[config.mk]
export PLATFORM = sky130hd
export DESIGN_NAME = tiled_texture_address_generator
export DESIGN_NICKNAME = d
export VERILOG_FILES = /design/src/sv/ttag_pkg.sv /design/src/sv/ttag_cfg_regs.sv /design/src/sv/ttag_walker.sv /design/src/sv/ttag_offset_pipe.sv /design/src/sv/tiled_texture_address_generator.sv
export VERILOG_INCLUDE_DIRS = /design/src /design/src/sv
export SDC_FILE = /design/constraint.sdc
export NUM_CORES = 2
export LEC_CHECK = 0
export BUFFER_PORTS_ARGS = -buffer_cell sky130_fd_sc_hd__buf_4
export CAP_MARGIN = 25
export CELL_PAD_IN_SITES_DETAIL_PLACEMENT = 1
export CELL_PAD_IN_SITES_GLOBAL_PLACEMENT = 1
export CORE_UTILIZATION = 45
export DETAILED_ROUTE_END_ITERATION = 7
export PLACE_DENSITY_LB_ADDON = 0.1
export SYNTH_ARGS = -nofsm -noshare
export SYNTH_HDL_FRONTEND = slang
export SYNTH_SLANG_ARGS = --single-unit
[constraint.sdc]
create_clock -name aclk -period 18.8 [get_ports aclk]
set_clock_uncertainty 0.2 [all_clocks]
set_input_delay 3.76 -clock aclk [delete_from_list [all_inputs] [get_ports aclk]]
set_output_delay 3.76 -clock aclk [all_outputs]
set_load 0.01 [all_outputs]
[src/sv/tiled_texture_address_generator_defines.svh]
// ---------------------------------------------------------------------------
// Tiled texture address generator: assertion macros
// Shared concurrent assertion helpers, compiled out with NO_ASSERTIONS.
// ---------------------------------------------------------------------------
`ifndef TILED_TEXTURE_ADDRESS_GENERATOR_DEFINES_SVH
`define TILED_TEXTURE_ADDRESS_GENERATOR_DEFINES_SVH

`ifndef NO_ASSERTIONS
// Check a consequent in the same cycle as its antecedent
`define TTAG_ASSERT_NOW(lbl, ante, cons, msg) \
    lbl: assert property (@(posedge aclk) disable iff (!aresetn) (ante) |-> (cons)) \
        else $error(msg);
// Check a consequent in the cycle after its antecedent
`define TTAG_ASSERT_NEXT(lbl, ante, cons, msg) \
    lbl: assert property (@(posedge aclk) disable iff (!aresetn) (ante) |=> (cons)) \
        else $error(msg);
`else
`define TTAG_ASSERT_NOW(lbl, ante, cons, msg)
`define TTAG_ASSERT_NEXT(lbl, ante, cons, msg)
`endif

`endif

[src/sv/ttag_pkg.sv]
// ---------------------------------------------------------------------------
// Tiled texture address generator package
// Widths, register indexes, transfer structs and helper functions.
// ---------------------------------------------------------------------------
package ttag_pkg;

    // Field widths
    localparam int OFFSET_W    = 40;
    localparam int EDGE_W      = 15;
    localparam int COORD_W     = 14;
    localparam int FACE_W      = 4;
    localparam int MIP_W       = 4;
    localparam int FACES_W     = 5;
    localparam int BPB_W       = 5;
    localparam int SHIFT_W     = 2;
    localparam int CFG_INDEX_W = 3;
    localparam int CFG_DATA_W  = 15;

    // Tiling geometry: 8x8 blocks per tile
    localparam int TILE_SHIFT  = 3;
    localparam int MORTON_W    = 2 * TILE_SHIFT;
    localparam int TPR_W       = EDGE_W - TILE_SHIFT;
    localparam int TROW_W      = COORD_W - TILE_SHIFT;
    localparam int TILE_IDX_W  = TPR_W + TROW_W;
    localparam int LOCAL_W     = TILE_IDX_W + MORTON_W;
    localparam int AREA_W      = 2 * EDGE_W;
    localparam int LOCAL_B_W   = LOCAL_W + BPB_W;
    localparam int MIP_B_W     = AREA_W + BPB_W;
    localparam int ROUND_W     = EDGE_W + 1;

    // Saturation limits
    localparam int MAX_EDGE    = 16384;
    localparam int MAX_FACES   = 16;
    localparam int MAX_BPB     = 16;
    localparam int MAX_SHIFT   = 2;

    // Configuration register indexes
    typedef enum logic [CFG_INDEX_W-1:0] {
        REG_IMAGE_WIDTH      = 3'd0,
        REG_IMAGE_HEIGHT     = 3'd1,
        REG_MIP_COUNT        = 3'd2,
        REG_FACE_COUNT       = 3'd3,
        REG_BYTES_PER_BLOCK  = 3'd4,
        REG_BLOCK_EDGE_SHIFT = 3'd5
    } cfg_index_t;

    // Effective (clamped) configuration
    typedef struct packed {
        logic [EDGE_W-1:0]  width;
        logic [EDGE_W-1:0]  height;
        logic [MIP_W-1:0]   mips;
        logic [FACES_W-1:0] faces;
        logic [BPB_W-1:0]   bpb;
        logic [SHIFT_W-1:0] shift;
    } cfg_t;

    // Per-block fields that travel down the offset pipeline
    typedef struct packed {
        logic [OFFSET_W-1:0] linear_offset;
        logic [FACE_W-1:0]   face_index;
        logic [MIP_W-1:0]    mip_level;
        logic [COORD_W-1:0]  block_x;
        logic [COORD_W-1:0]  block_y;
        logic [BPB_W-1:0]    bpb;
        logic                start;
        logic                end_mip;
        logic                last;
    } meta_t;

    // Walker output: block fields plus the mip's block extent
    typedef struct packed {
        meta_t             meta;
        logic [EDGE_W-1:0] blocks_wide;
        logic [EDGE_W-1:0] blocks_high;
    } walk_item_t;

    // Pixel count to block count, rounded up, at least one
    function automatic logic [EDGE_W-1:0] blocks_of(input logic [EDGE_W-1:0] pixels,
                                                    input logic [SHIFT_W-1:0] shift);
        logic [ROUND_W-1:0] rounded;
        logic [ROUND_W-1:0] blocks;
        rounded = {1'b0, pixels} + (ROUND_W'(1) << shift) - ROUND_W'(1);
        blocks  = rounded >> shift;
        if (blocks == '0) begin
            blocks = ROUND_W'(1);
        end
        return blocks[EDGE_W-1:0];
    endfunction

    // Halve a mip edge with a floor of one pixel
    function automatic logic [EDGE_W-1:0] halve_edge(input logic [EDGE_W-1:0] pixels);
        logic [EDGE_W-1:0] half;
        half = pixels >> 1;
        if (half == '0) begin
            half = EDGE_W'(1);
        end
        return half;
    endfunction

    // Round a block count up to a whole tile
    function automatic logic [EDGE_W-1:0] pad_tile(input logic [EDGE_W-1:0] blocks);
        logic [EDGE_W-1:0] tile_mask;
        tile_mask = EDGE_W'((1 << TILE_SHIFT) - 1);
        return (blocks + tile_mask) & ~tile_mask;
    endfunction

endpackage

[src/sv/ttag_cfg_regs.sv]
// ---------------------------------------------------------------------------
// Configuration registers
// Holds the job registers and presents their saturated effective values.
// ---------------------------------------------------------------------------
module ttag_cfg_regs (
    input  logic                               aclk,
    input  logic                               aresetn,
    input  logic                               cfg_valid,
    output logic                               cfg_ready,
    input  logic [ttag_pkg::CFG_INDEX_W-1:0]   cfg_index,
    input  logic [ttag_pkg::CFG_DATA_W-1:0]    cfg_data,
    output ttag_pkg::cfg_t                     cfg
);

    logic [ttag_pkg::EDGE_W-1:0]  width_reg;
    logic [ttag_pkg::EDGE_W-1:0]  height_reg;
    logic [ttag_pkg::MIP_W-1:0]   mips_reg;
    logic [ttag_pkg::FACES_W-1:0] faces_reg;
    logic [ttag_pkg::BPB_W-1:0]   bpb_reg;
    logic [ttag_pkg::SHIFT_W-1:0] shift_reg;

    // Writes are always taken
    assign cfg_ready = 1'b1;

    // Register writes
    always_ff @(posedge aclk) begin
        if (!aresetn) begin
            width_reg  <= ttag_pkg::EDGE_W'(1);
            height_reg <= ttag_pkg::EDGE_W'(1);
            mips_reg   <= ttag_pkg::MIP_W'(1);
            faces_reg  <= ttag_pkg::FACES_W'(1);
            bpb_reg    <= ttag_pkg::BPB_W'(4);
            shift_reg  <= '0;
        end else if (cfg_valid && cfg_ready) begin
            case (cfg_index)
                ttag_pkg::REG_IMAGE_WIDTH:      width_reg  <= cfg_data[ttag_pkg::EDGE_W-1:0];
                ttag_pkg::REG_IMAGE_HEIGHT:     height_reg <= cfg_data[ttag_pkg::EDGE_W-1:0];
                ttag_pkg::REG_MIP_COUNT:        mips_reg   <= cfg_data[ttag_pkg::MIP_W-1:0];
                ttag_pkg::REG_FACE_COUNT:       faces_reg  <= cfg_data[ttag_pkg::FACES_W-1:0];
                ttag_pkg::REG_BYTES_PER_BLOCK:  bpb_reg    <= cfg_data[ttag_pkg::BPB_W-1:0];
                ttag_pkg::REG_BLOCK_EDGE_SHIFT: shift_reg  <= cfg_data[ttag_pkg::SHIFT_W-1:0];
                default: ;
            endcase
        end
    end

    // Saturate: zero reads as one (a zero shift stays zero), oversize reads as the limit
    always_comb begin
        cfg.width = width_reg;
        if (width_reg == '0) begin
            cfg.width = ttag_pkg::EDGE_W'(1);
        end else if (width_reg > ttag_pkg::EDGE_W'(ttag_pkg::MAX_EDGE)) begin
            cfg.width = ttag_pkg::EDGE_W'(ttag_pkg::MAX_EDGE);
        end

        cfg.height = height_reg;
        if (height_reg == '0) begin
            cfg.height = ttag_pkg::EDGE_W'(1);
        end else if (height_reg > ttag_pkg::EDGE_W'(ttag_pkg::MAX_EDGE)) begin
            cfg.height = ttag_pkg::EDGE_W'(ttag_pkg::MAX_EDGE);
        end

        cfg.mips = (mips_reg == '0) ? ttag_pkg::MIP_W'(1) : mips_reg;

        cfg.faces = faces_reg;
        if (faces_reg == '0) begin
            cfg.faces = ttag_pkg::FACES_W'(1);
        end else if (faces_reg > ttag_pkg::FACES_W'(ttag_pkg::MAX_FACES)) begin
            cfg.faces = ttag_pkg::FACES_W'(ttag_pkg::MAX_FACES);
        end

        cfg.bpb = bpb_reg;
        if (bpb_reg == '0) begin
            cfg.bpb = ttag_pkg::BPB_W'(1);
        end else if (bpb_reg > ttag_pkg::BPB_W'(ttag_pkg::MAX_BPB)) begin
            cfg.bpb = ttag_pkg::BPB_W'(ttag_pkg::MAX_BPB);
        end

        cfg.shift = (shift_reg > ttag_pkg::SHIFT_W'(ttag_pkg::MAX_SHIFT)) ?
                    ttag_pkg::SHIFT_W'(ttag_pkg::MAX_SHIFT) : shift_reg;
    end

endmodule

[src/sv/ttag_walker.sv]
// ---------------------------------------------------------------------------
// Block walker
// Steps face, mip, row and column counters and the linear offset once per
// accepted input transfer, and registers the current block for the pipeline.
// ---------------------------------------------------------------------------
module ttag_walker (
    input  logic                   aclk,
    input  logic                   aresetn,
    input  ttag_pkg::cfg_t         cfg,
    input  logic                   s_valid,
    output logic                   s_ready,
    input  logic                   s_restart,
    output logic                   item_valid,
    input  logic                   item_ready,
    output ttag_pkg::walk_item_t   item
);

    logic [ttag_pkg::FACE_W-1:0]   face_reg, face_next;
    logic [ttag_pkg::MIP_W-1:0]    mip_reg, mip_next;
    logic [ttag_pkg::EDGE_W-1:0]   mw_reg, mw_next;
    logic [ttag_pkg::EDGE_W-1:0]   mh_reg, mh_next;
    logic [ttag_pkg::EDGE_W-1:0]   bw_reg, bw_next;
    logic [ttag_pkg::EDGE_W-1:0]   bh_reg, bh_next;
    logic [ttag_pkg::COORD_W-1:0]  col_reg, col_next;
    logic [ttag_pkg::COORD_W-1:0]  row_reg, row_next;
    logic [ttag_pkg::OFFSET_W-1:0] lin_reg, lin_next;
    logic                          active_reg, active_next;
    logic                          item_valid_reg;
    ttag_pkg::walk_item_t          item_reg, item_next;

    logic                          accept;
    logic                          start;
    logic [ttag_pkg::FACE_W-1:0]   cur_face;
    logic [ttag_pkg::MIP_W-1:0]    cur_mip;
    logic [ttag_pkg::EDGE_W-1:0]   cur_mw, cur_mh, cur_bw, cur_bh;
    logic [ttag_pkg::EDGE_W-1:0]   half_w, half_h;
    logic [ttag_pkg::COORD_W-1:0]  cur_col, cur_row;
    logic [ttag_pkg::OFFSET_W-1:0] cur_lin;
    logic                          end_row, end_mip, more_mips, more_faces, last;

    // Take a new item whenever the stage register is free or draining
    assign s_ready    = !item_valid_reg || item_ready;
    assign accept     = s_valid && s_ready;
    assign item_valid = item_valid_reg;
    assign item       = item_reg;

    // Current position, with restart or idle start folded in
    always_comb begin
        start    = s_restart || !active_reg;
        cur_face = start ? '0 : face_reg;
        cur_mip  = start ? '0 : mip_reg;
        cur_mw   = start ? cfg.width  : mw_reg;
        cur_mh   = start ? cfg.height : mh_reg;
        cur_bw   = start ? ttag_pkg::blocks_of(cfg.width,  cfg.shift) : bw_reg;
        cur_bh   = start ? ttag_pkg::blocks_of(cfg.height, cfg.shift) : bh_reg;
        cur_col  = start ? '0 : col_reg;
        cur_row  = start ? '0 : row_reg;
        cur_lin  = start ? '0 : lin_reg;
    end

    // Advance the walk
    always_comb begin
        end_row    = ({1'b0, cur_col} + ttag_pkg::EDGE_W'(1)) >= cur_bw;
        end_mip    = end_row && (({1'b0, cur_row} + ttag_pkg::EDGE_W'(1)) >= cur_bh);
        more_mips  = ({1'b0, cur_mip} + ttag_pkg::FACES_W'(1)) < {1'b0, cfg.mips};
        more_faces = ({1'b0, cur_face} + ttag_pkg::FACES_W'(1)) < cfg.faces;
        half_w     = ttag_pkg::halve_edge(cur_mw);
        half_h     = ttag_pkg::halve_edge(cur_mh);

        face_next   = cur_face;
        mip_next    = cur_mip;
        mw_next     = cur_mw;
        mh_next     = cur_mh;
        bw_next     = cur_bw;
        bh_next     = cur_bh;
        col_next    = cur_col;
        row_next    = cur_row;
        active_next = 1'b1;
        last        = 1'b0;
        lin_next    = cur_lin + ttag_pkg::OFFSET_W'(cfg.bpb);

        if (!end_row) begin
            col_next = cur_col + ttag_pkg::COORD_W'(1);
        end else if (!end_mip) begin
            col_next = '0;
            row_next = cur_row + ttag_pkg::COORD_W'(1);
        end else if (more_mips) begin
            mip_next = cur_mip + ttag_pkg::MIP_W'(1);
            mw_next  = half_w;
            mh_next  = half_h;
            bw_next  = ttag_pkg::blocks_of(half_w, cfg.shift);
            bh_next  = ttag_pkg::blocks_of(half_h, cfg.shift);
            col_next = '0;
            row_next = '0;
        end else if (more_faces) begin
            face_next = cur_face + ttag_pkg::FACE_W'(1);
            mip_next  = '0;
            mw_next   = cfg.width;
            mh_next   = cfg.height;
            bw_next   = ttag_pkg::blocks_of(cfg.width,  cfg.shift);
            bh_next   = ttag_pkg::blocks_of(cfg.height, cfg.shift);
            col_next  = '0;
            row_next  = '0;
        end else begin
            last        = 1'b1;
            active_next = 1'b0;
        end

        item_next.meta.linear_offset = cur_lin;
        item_next.meta.face_index    = cur_face;
        item_next.meta.mip_level     = cur_mip;
        item_next.meta.block_x       = cur_col;
        item_next.meta.block_y       = cur_row;
        item_next.meta.bpb           = cfg.bpb;
        item_next.meta.start         = start;
        item_next.meta.end_mip       = end_mip;
        item_next.meta.last          = last;
        item_next.blocks_wide        = cur_bw;
        item_next.blocks_high        = cur_bh;
    end

    // Walk state
    always_ff @(posedge aclk) begin
        if (!aresetn) begin
            face_reg   <= '0;
            mip_reg    <= '0;
            mw_reg     <= ttag_pkg::EDGE_W'(1);
            mh_reg     <= ttag_pkg::EDGE_W'(1);
            bw_reg     <= ttag_pkg::EDGE_W'(1);
            bh_reg     <= ttag_pkg::EDGE_W'(1);
            col_reg    <= '0;
            row_reg    <= '0;
            lin_reg    <= '0;
            active_reg <= 1'b0;
        end else if (accept) begin
            face_reg   <= face_next;
            mip_reg    <= mip_next;
            mw_reg     <= mw_next;
            mh_reg     <= mh_next;
            bw_reg     <= bw_next;
            bh_reg     <= bh_next;
            col_reg    <= col_next;
            row_reg    <= row_next;
            lin_reg    <= lin_next;
            active_reg <= active_next;
        end
    end

    // Stage register valid
    always_ff @(posedge aclk) begin
        if (!aresetn) begin
            item_valid_reg <= 1'b0;
        end else if (accept) begin
            item_valid_reg <= 1'b1;
        end else if (item_ready) begin
            item_valid_reg <= 1'b0;
        end
    end

    // Stage register payload
    always_ff @(posedge aclk) begin
        if (accept) begin
            item_reg <= item_next;
        end
    end

endmodule

[src/sv/ttag_offset_pipe.sv]
// ---------------------------------------------------------------------------
// Tiled offset pipeline
// Three elastic stages: tile index and mip area, byte scaling, then the
// running mip base add into the output register.
// ---------------------------------------------------------------------------
module ttag_offset_pipe (
    input  logic                                aclk,
    input  logic                                aresetn,
    input  logic                                item_valid,
    output logic                                item_ready,
    input  ttag_pkg::walk_item_t                item,
    output logic                                m_valid,
    input  logic                                m_ready,
    output logic [ttag_pkg::OFFSET_W-1:0]       m_linear_offset,
    output logic [ttag_pkg::OFFSET_W-1:0]       m_tiled_offset,
    output logic [ttag_pkg::FACE_W-1:0]         m_face_index,
    output logic [ttag_pkg::MIP_W-1:0]          m_mip_level,
    output logic [ttag_pkg::COORD_W-1:0]        m_block_x,
    output logic [ttag_pkg::COORD_W-1:0]        m_block_y,
    output logic                                m_last
);

    // Stage A: tile index and padded mip area
    logic                                s2_valid_reg;
    ttag_pkg::meta_t                     s2_meta_reg;
    logic [ttag_pkg::LOCAL_W-1:0]        s2_local_reg, s2_local_next;
    logic [ttag_pkg::AREA_W-1:0]         s2_area_reg, s2_area_next;

    // Stage B: byte scaling
    logic                                s3_valid_reg;
    ttag_pkg::meta_t                     s3_meta_reg;
    logic [ttag_pkg::LOCAL_B_W-1:0]      s3_local_b_reg, s3_local_b_next;
    logic [ttag_pkg::MIP_B_W-1:0]        s3_mip_b_reg, s3_mip_b_next;

    // Output stage
    logic                                out_valid_reg;
    logic [ttag_pkg::OFFSET_W-1:0]       base_reg, base_next;
    logic [ttag_pkg::OFFSET_W-1:0]       tiled_next;
    logic [ttag_pkg::OFFSET_W-1:0]       lin_out_reg;
    logic [ttag_pkg::OFFSET_W-1:0]       tiled_out_reg;
    logic [ttag_pkg::FACE_W-1:0]         face_out_reg;
    logic [ttag_pkg::MIP_W-1:0]          mip_out_reg;
    logic [ttag_pkg::COORD_W-1:0]        bx_out_reg;
    logic [ttag_pkg::COORD_W-1:0]        by_out_reg;
    logic                                last_out_reg;

    logic                                s2_ready, s3_ready, out_ready;
    logic [ttag_pkg::EDGE_W-1:0]         pad_w, pad_h;
    logic [ttag_pkg::TPR_W-1:0]          tiles_per_row;
    logic [ttag_pkg::TROW_W-1:0]         tile_row, tile_col;
    logic [ttag_pkg::TILE_IDX_W-1:0]     tile_idx;
    logic [ttag_pkg::MORTON_W-1:0]       morton;
    logic [ttag_pkg::OFFSET_W-1:0]       base_eff;

    // Ready chain: a stage loads when empty or when its successor loads
    assign out_ready  = !out_valid_reg || m_ready;
    assign s3_ready   = !s3_valid_reg || out_ready;
    assign s2_ready   = !s2_valid_reg || s3_ready;
    assign item_ready = s2_ready;

    // Stage A logic: tile coordinates, in-tile Morton code, mip area
    always_comb begin
        pad_w         = ttag_pkg::pad_tile(item.blocks_wide);
        pad_h         = ttag_pkg::pad_tile(item.blocks_high);
        tiles_per_row = pad_w[ttag_pkg::EDGE_W-1:ttag_pkg::TILE_SHIFT];
        tile_row      = item.meta.block_y[ttag_pkg::COORD_W-1:ttag_pkg::TILE_SHIFT];
        tile_col      = item.meta.block_x[ttag_pkg::COORD_W-1:ttag_pkg::TILE_SHIFT];
        tile_idx      = ttag_pkg::TILE_IDX_W'(tile_row) * ttag_pkg::TILE_IDX_W'(tiles_per_row)
                      + ttag_pkg::TILE_IDX_W'(tile_col);
        morton        = {item.meta.block_y[2], item.meta.block_x[2],
                         item.meta.block_y[1], item.meta.block_x[1],
                         item.meta.block_y[0], item.meta.block_x[0]};
        s2_local_next = {tile_idx, morton};
        s2_area_next  = ttag_pkg::AREA_W'(pad_w) * ttag_pkg::AREA_W'(pad_h);
    end

    // Stage B logic: scale block counts to bytes
    always_comb begin
        s3_local_b_next = ttag_pkg::LOCAL_B_W'(s2_local_reg)
                        * ttag_pkg::LOCAL_B_W'(s2_meta_reg.bpb);
        s3_mip_b_next   = ttag_pkg::MIP_B_W'(s2_area_reg)
                        * ttag_pkg::MIP_B_W'(s2_meta_reg.bpb);
    end

    // Output logic: add the mip base, advance it at the end of a mip
    always_comb begin
        base_eff   = s3_meta_reg.start ? '0 : base_reg;
        tiled_next = base_eff + ttag_pkg::OFFSET_W'(s3_local_b_reg);
        base_next  = base_eff;
        if (s3_meta_reg.end_mip) begin
            base_next = base_eff + ttag_pkg::OFFSET_W'(s3_mip_b_reg);
        end
    end

    // Stage valids and running base
    always_ff @(posedge aclk) begin
        if (!aresetn) begin
            s2_valid_reg  <= 1'b0;
            s3_valid_reg  <= 1'b0;
            out_valid_reg <= 1'b0;
            base_reg      <= '0;
        end else begin
            if (s2_ready) begin
                s2_valid_reg <= item_valid;
            end
            if (s3_ready) begin
                s3_valid_reg <= s2_valid_reg;
            end
            if (out_ready) begin
                out_valid_reg <= s3_valid_reg;
                if (s3_valid_reg) begin
                    base_reg <= base_next;
                end
            end
        end
    end

    // Stage payloads
    always_ff @(posedge aclk) begin
        if (s2_ready && item_valid) begin
            s2_meta_reg  <= item.meta;
            s2_local_reg <= s2_local_next;
            s2_area_reg  <= s2_area_next;
        end
        if (s3_ready && s2_valid_reg) begin
            s3_meta_reg    <= s2_meta_reg;
            s3_local_b_reg <= s3_local_b_next;
            s3_mip_b_reg   <= s3_mip_b_next;
        end
        if (out_ready && s3_valid_reg) begin
            lin_out_reg   <= s3_meta_reg.linear_offset;
            tiled_out_reg <= tiled_next;
            face_out_reg  <= s3_meta_reg.face_index;
            mip_out_reg   <= s3_meta_reg.mip_level;
            bx_out_reg    <= s3_meta_reg.block_x;
            by_out_reg    <= s3_meta_reg.block_y;
            last_out_reg  <= s3_meta_reg.last;
        end
    end

    assign m_valid         = out_valid_reg;
    assign m_linear_offset = lin_out_reg;
    assign m_tiled_offset  = tiled_out_reg;
    assign m_face_index    = face_out_reg;
    assign m_mip_level     = mip_out_reg;
    assign m_block_x       = bx_out_reg;
    assign m_block_y       = by_out_reg;
    assign m_last          = last_out_reg;

endmodule

[src/sv/tiled_texture_address_generator.sv]
// ---------------------------------------------------------------------------
// Tiled texture address generator
// Walks every block of a texture job (face, mip, row, column) and gives the
// block's row-major and 8x8 Morton-tiled byte offsets.
// ---------------------------------------------------------------------------
// Usage:
//   Input channel (s_valid/s_ready, s_restart): each transfer asks for the
//   next block; s_restart high, or a transfer after the last block, starts
//   the walk again at face 0, mip 0, block 0.
//   Result channel (m_valid/m_ready): one result per input transfer, in
//   order, with m_last high on the final block of the job.
//   Config channel (cfg_valid/cfg_ready, cfg_index, cfg_data): always ready;
//   write only while no block is in flight.
//   An input transfer passes the walker's stage register and three registered
//   offset stages (tile index, byte scale, mip base add) before m_valid;
//   throughput is one block per cycle while the receiver takes results.
//   When the receiver stalls, the stages fill and s_ready drops once all
//   four registers hold a block; nothing is lost or repeated.
//   Reset clears the walk to idle, empties the pipeline and restores the
//   registers to 1x1, one mip, one face, 4 bytes per block.
// ---------------------------------------------------------------------------
`include "tiled_texture_address_generator_defines.svh"

module tiled_texture_address_generator (
    input  logic                               aclk,
    input  logic                               aresetn,
    input  logic                               cfg_valid,
    output logic                               cfg_ready,
    input  logic [ttag_pkg::CFG_INDEX_W-1:0]   cfg_index,
    input  logic [ttag_pkg::CFG_DATA_W-1:0]    cfg_data,
    input  logic                               s_valid,
    output logic                               s_ready,
    input  logic                               s_restart,
    output logic                               m_valid,
    input  logic                               m_ready,
    output logic [ttag_pkg::OFFSET_W-1:0]      m_linear_offset,
    output logic [ttag_pkg::OFFSET_W-1:0]      m_tiled_offset,
    output logic [ttag_pkg::FACE_W-1:0]        m_face_index,
    output logic [ttag_pkg::MIP_W-1:0]         m_mip_level,
    output logic [ttag_pkg::COORD_W-1:0]       m_block_x,
    output logic [ttag_pkg::COORD_W-1:0]       m_block_y,
    output logic                               m_last
);

    ttag_pkg::cfg_t        cfg;
    ttag_pkg::walk_item_t  item;
    logic                  item_valid;
    logic                  item_ready;
    logic                  start_at_origin;

    // Configuration registers
    ttag_cfg_regs u_cfg_regs (
        .aclk      (aclk),
        .aresetn   (aresetn),
        .cfg_valid (cfg_valid),
        .cfg_ready (cfg_ready),
        .cfg_index (cfg_index),
        .cfg_data  (cfg_data),
        .cfg       (cfg)
    );

    // Counter walk and linear offset
    ttag_walker u_walker (
        .aclk       (aclk),
        .aresetn    (aresetn),
        .cfg        (cfg),
        .s_valid    (s_valid),
        .s_ready    (s_ready),
        .s_restart  (s_restart),
        .item_valid (item_valid),
        .item_ready (item_ready),
        .item       (item)
    );

    // Tiled offset stages and result register
    ttag_offset_pipe u_offset_pipe (
        .aclk            (aclk),
        .aresetn         (aresetn),
        .item_valid      (item_valid),
        .item_ready      (item_ready),
        .item            (item),
        .m_valid         (m_valid),
        .m_ready         (m_ready),
        .m_linear_offset (m_linear_offset),
        .m_tiled_offset  (m_tiled_offset),
        .m_face_index    (m_face_index),
        .m_mip_level     (m_mip_level),
        .m_block_x       (m_block_x),
        .m_block_y       (m_block_y),
        .m_last          (m_last)
    );

    // Stage block sits at face 0, mip 0, block 0 with a zero linear offset
    assign start_at_origin = (item.meta.face_index == '0) && (item.meta.mip_level == '0)
                          && (item.meta.block_x == '0) && (item.meta.block_y == '0)
                          && (item.meta.linear_offset == '0);

    // A ready receiver must open the whole ready chain back to the input
    `TTAG_ASSERT_NOW(a_ready_chain, m_ready, s_ready, "ready chain blocked with m_ready high")

    // A walk start always describes the first block of the job
    `TTAG_ASSERT_NOW(a_start_origin, item_valid && item.meta.start, start_at_origin, "walk start not at origin")

    // An input transfer lands in the walker stage register
    `TTAG_ASSERT_NEXT(a_accept_lands, s_valid && s_ready, item_valid, "accepted transfer missing from stage")

endmodule
==> implementation parameters <==
Parameter                              Value

Die
  Die outline area ... about 0.12 mm2
  Initial Util ... 45.4%
  Area of the core ... ~0.12 mm2
  Core Rows ... around 130
  Top-level I/O count ... approximately 140
  Die width ... ~340 um
  Floorplan die height ... roughly 340 um

Drt
  DRC violation total after the first TritonRoute iteration ... 2,220
  Number of vias in the routed layout ... around 40,000
  Detailed-routing iteration count for the pre-antenna-repair pass ... 5
  Number of nets with antenna violations after detailed routing ... 0
  Drt wl/cell ... 21.0 um
  Vias per Instance ... between 5 and 6
  Aggregate routed wire length ... ~150,000 um
  DR DRC count ... 0

Clock network
  Clk buf depth ... 3
  Number of instances resized during post-cts repair ... 0
  Num Clock Sinks ... approximately 730
  TritonCTS buffer count ... between 80 and 90
  Reg clk slew, reported paths ... approximately 0.070 ns
  H-tree levels ... 3
  Clock tree from TritonCTS ... yes
  Clock root buffer ... sky130_fd_sc_hd__clkbuf_16
  Worst-Skew Late Latency ... about 0.70 ns
  Hold buffers post-CTS ... 0
  Post-CTS setup repair buffer count ... 0

STA
  Rel. slew slack ... around 29%
  Count of final max-slew check failures ... 0
  Final min period ... 10.59 ns
  Max Clk Rate ... between 90 and 100 MHz
  Worst-margin pin slew ... ~1.1 ns
  Final hold vios ... 0
  Period Utilization, post-route ... between 50% and 60%
  Total negative setup slack ... 0 ns
  Unrepaired setup endpoints after global routing ... no
  Setup Viol. Count Final ... 0

Placed design
  Count of buffers from port buffering ... about 140
  Detailed placement HPWL ... between 100,000 and 150,000 um
  Routability Congestion ... ~0.86

Power and ir drop
  Areal power density over the cells ... roughly 180 mW/mm2
  Leak Pwr ... 25.0 nW
  Maximum vdd ir drop ... around 290 uV
  Internal power ... 6.05 mW
  Power share of the clock group ... 16.2%
  Switching power summed over all nets ... 4.72 mW
  Switching power share of the total ... between 40 and 50%
  Relative contribution of combinational cells to total power ... 61.9%
  Sequential Power Share ... approximately 22%

Global route
  First-pass GRT wire length ... between 200,000 and 250,000 um
  Maximum number of pins on one net before global-route repair ... 143
  Total congestion overflow ... 0
  Initial antenna violation count ... 2
  Vias in the first global route ... about 42,000
  Global routing usage summed across all routing layers ... roughly 25%

Synth
  Average footprint of a synthesized cell ... around 10 um2
  Main flop type after synthesis ... sky130_fd_sc_hd__edfxtp_1
  Ys Warns ... 0
  Number of instances in the synthesized netlist ... approximately 5,400
  Total of flip-flops plus latches after synthesis ... around 730
  Count of cell types in the netlist ... 103
  EDFF count, synth ... just over 500
  Post-synthesis instance area ... between 0.05 and 0.06 mm2
  Share of synthesized area occupied by flip-flops and latches ... about 37%
  Fraction of registers with async set/reset ... 0%

Final layout
  Fin nets ... between 6,000 and 7,000
  Synth-to-Final Area Change ... 11.0%
  Fraction of final layout cells sized beyond drive strength 1 ... slightly below 8%
  Post-Route Utilization ... 50.4%
  Number of flip-flops under the largest register name ... ~110

Run status
  Run status ... finished clean

Critical path
  Maximum fanout along the worst path ... between 50 and 60
  Worst Setup Path Type ... primary input to flip-flop
  Critical Path Start Type ... primary input
  Worst path arrival time ... between 10 and 15 ns
  Critical Path Sink Type ... flip-flop
  Setup slack on the worst flop-to-flop path ... 8.56 ns
  Data required time at the worst endpoint ... 19.13 ns

Min path
  Class of the tightest hold or removal check ... flip-flop to flip-flop

Flow run
  Max-capacitance violation count ... 0
[power by group through the flow]
stage | registers (mW) | logic, mW | clock network [mW]
2_1_floorplan | 2.33 | 5.00 | 0
3_3_place_gp | 2.39 | 6.48 | 0
3_5_place_dp | 2.39 | 6.69 | 0
5_1_grt | 2.38 | 7.56 | 1.84
6_report | 2.36 | 6.67 | 1.74
4_1_cts | 2.36 | 6.76 | 1.78
[critical path, stage by stage]
cell and delay (ns):
sky130_fd_sc_hd__buf_4 0.12, sky130_fd_sc_hd__nor2b_4 0.10, sky130_fd_sc_hd__buf_4 0.54, sky130_fd_sc_hd__inv_2 0.37
sky130_fd_sc_hd__buf_4 0.44, sky130_fd_sc_hd__nor4_1 0.63, sky130_fd_sc_hd__and3_1 0.34, sky130_fd_sc_hd__nand3_1 0.18
sky130_fd_sc_hd__nor2_1 0.31, sky130_fd_sc_hd__xnor2_1 0.16, sky130_fd_sc_hd__nor2_1 0.06, sky130_fd_sc_hd__ha_1 0.32
sky130_fd_sc_hd__nand3_1 0.09, sky130_fd_sc_hd__nor2_1 0.04, sky130_fd_sc_hd__a221o_1 0.39, sky130_fd_sc_hd__a221oi_4 0.28
sky130_fd_sc_hd__or2_1 0.86, sky130_fd_sc_hd__inv_2 0.34, sky130_fd_sc_hd__nand3_2 0.29, sky130_fd_sc_hd__inv_2 0.14
sky130_fd_sc_hd__nor2_1 0.33, sky130_fd_sc_hd__o21ai_1 0.40, sky130_fd_sc_hd__a22oi_1 0.30, sky130_fd_sc_hd__nor2_1 0.07
[cells by family after synthesis]
| family | Yosys count | share of synthesized area (%) |
|---|---|---|
| AOI/OAI and AO/OA | 1052 | 13.1 |
| adders and majority gates | 740 | 22.5 |
| xor gates and xnor gates | 265 | 4.41 |
| buffers and inverters | 790 | 5.69 |
| muxes | 49 | 0.954 |
| other | 1 | 0.00710 |
| and+or+nand+nor | 1806 | 16.1 |
| DFF | 729 | 37.2 |
[Yosys cell counts (29+ instances only)]
cell	count	share of area (%)
sky130_fd_sc_hd__o21a_1	34	0.48
sky130_fd_sc_hd__ha_1	386	9.1
sky130_fd_sc_hd__a21oi_1	330	3.1
sky130_fd_sc_hd__edfxtp_1	504	29
sky130_fd_sc_hd__fa_1	354	13
sky130_fd_sc_hd__nor3_1	92	0.87
sky130_fd_sc_hd__dfxtp_1	225	8.5
sky130_fd_sc_hd__a31oi_1	35	0.41
sky130_fd_sc_hd__and3_1	46	0.54
sky130_fd_sc_hd__a21o_1	72	1.0
sky130_fd_sc_hd__nor2_1	378	2.7
sky130_fd_sc_hd__a22oi_1	49	0.70
sky130_fd_sc_hd__nand3_1	74	0.70
sky130_fd_sc_hd__xnor2_1	188	3.1
sky130_fd_sc_hd__clkbuf_1	188	1.3
sky130_fd_sc_hd__o21ai_0	194	1.8
sky130_fd_sc_hd__mux2i_1	38	0.72
sky130_fd_sc_hd__and2_1	269	3.2
sky130_fd_sc_hd__o21bai_1	29	0.41
sky130_fd_sc_hd__nand4_1	33	0.39
sky130_fd_sc_hd__xor2_1	76	1.3
sky130_fd_sc_hd__nand2_1	688	4.9
sky130_fd_sc_hd__a211oi_1	34	0.48
sky130_fd_sc_hd__nor2b_1	78	0.92
sky130_fd_sc_hd__nand2b_1	40	0.47
sky130_fd_sc_hd__inv_1	556	3.9
[path summary, 6_finish.rpt]
path	from	endpoint	depth (start not counted)
setup / recovery	s_restart	u_walker.row_reg[7]	24
hold / removal	u_offset_pipe.s3_meta_reg[15]	u_offset_pipe.m_block_y[7]	0
setup reg to reg	u_cfg_regs.shift_reg[0]	u_walker.row_reg[7]	32
hold reg to reg	u_offset_pipe.s3_meta_reg[15]	u_offset_pipe.m_block_y[7]	0
[layer usage]
metal,global-route usage (%),wire length (um),up-vias,part of all wire (%)
li1,-,-,18800,-
met1,32.5,65900,20000,44
met2,42.8,72200,720,48
met3,2.66,5030,251,3.4
met4,10.4,5840,2,3.9
met5,1.12,176,-,0.12
[through the flow]
stage          hold slack, ns  total power, mW  setup slack [ns]  instance area (um2)  std cells
2_1_floorplan           0.200             7.33              3.65                52900       5436
3_3_place_gp            0.201             8.87              7.82                55600       6948
3_5_place_dp            0.205             9.08              7.62                55700       6951
4_1_cts                 0.204             10.9              8.31                58600       7106
5_1_grt                 0.216             11.8              7.79                58700       7109
6_report                0.207             10.8              8.21                58700       7110
[area by class of cell]
type                            count  area (um2)
Clock buffer                      108        2290
Sequential cell                   729       19600
Antenna cell                        1        2.50
Inverter                          561        2120
Tap cell                         1524        1910
Timing Repair Buffer              223        1720
Fill cell                       12900       57700
Multi-Input combinational cell   3917       30300
Clock inverter                     47         681
[layout by cell type, fill, tap and decap left out, types with 84 or more instances in the layout]
cell type / count
sky130_fd_sc_hd__buf_4: 216
sky130_fd_sc_hd__xnor2_1: 182
sky130_fd_sc_hd__o21ai_0: 193
sky130_fd_sc_hd__inv_1: 555
sky130_fd_sc_hd__nor3_1: 92
sky130_fd_sc_hd__nor2_1: 377
sky130_fd_sc_hd__nand2_1: 687
sky130_fd_sc_hd__ha_1: 386
sky130_fd_sc_hd__dfxtp_1: 224
sky130_fd_sc_hd__edfxtp_1: 504
sky130_fd_sc_hd__fa_1: 354
sky130_fd_sc_hd__and2_1: 268
sky130_fd_sc_hd__a21oi_1: 330
sky130_fd_sc_hd__clkbuf_16: 84
(Power assumes the default switching activity.)
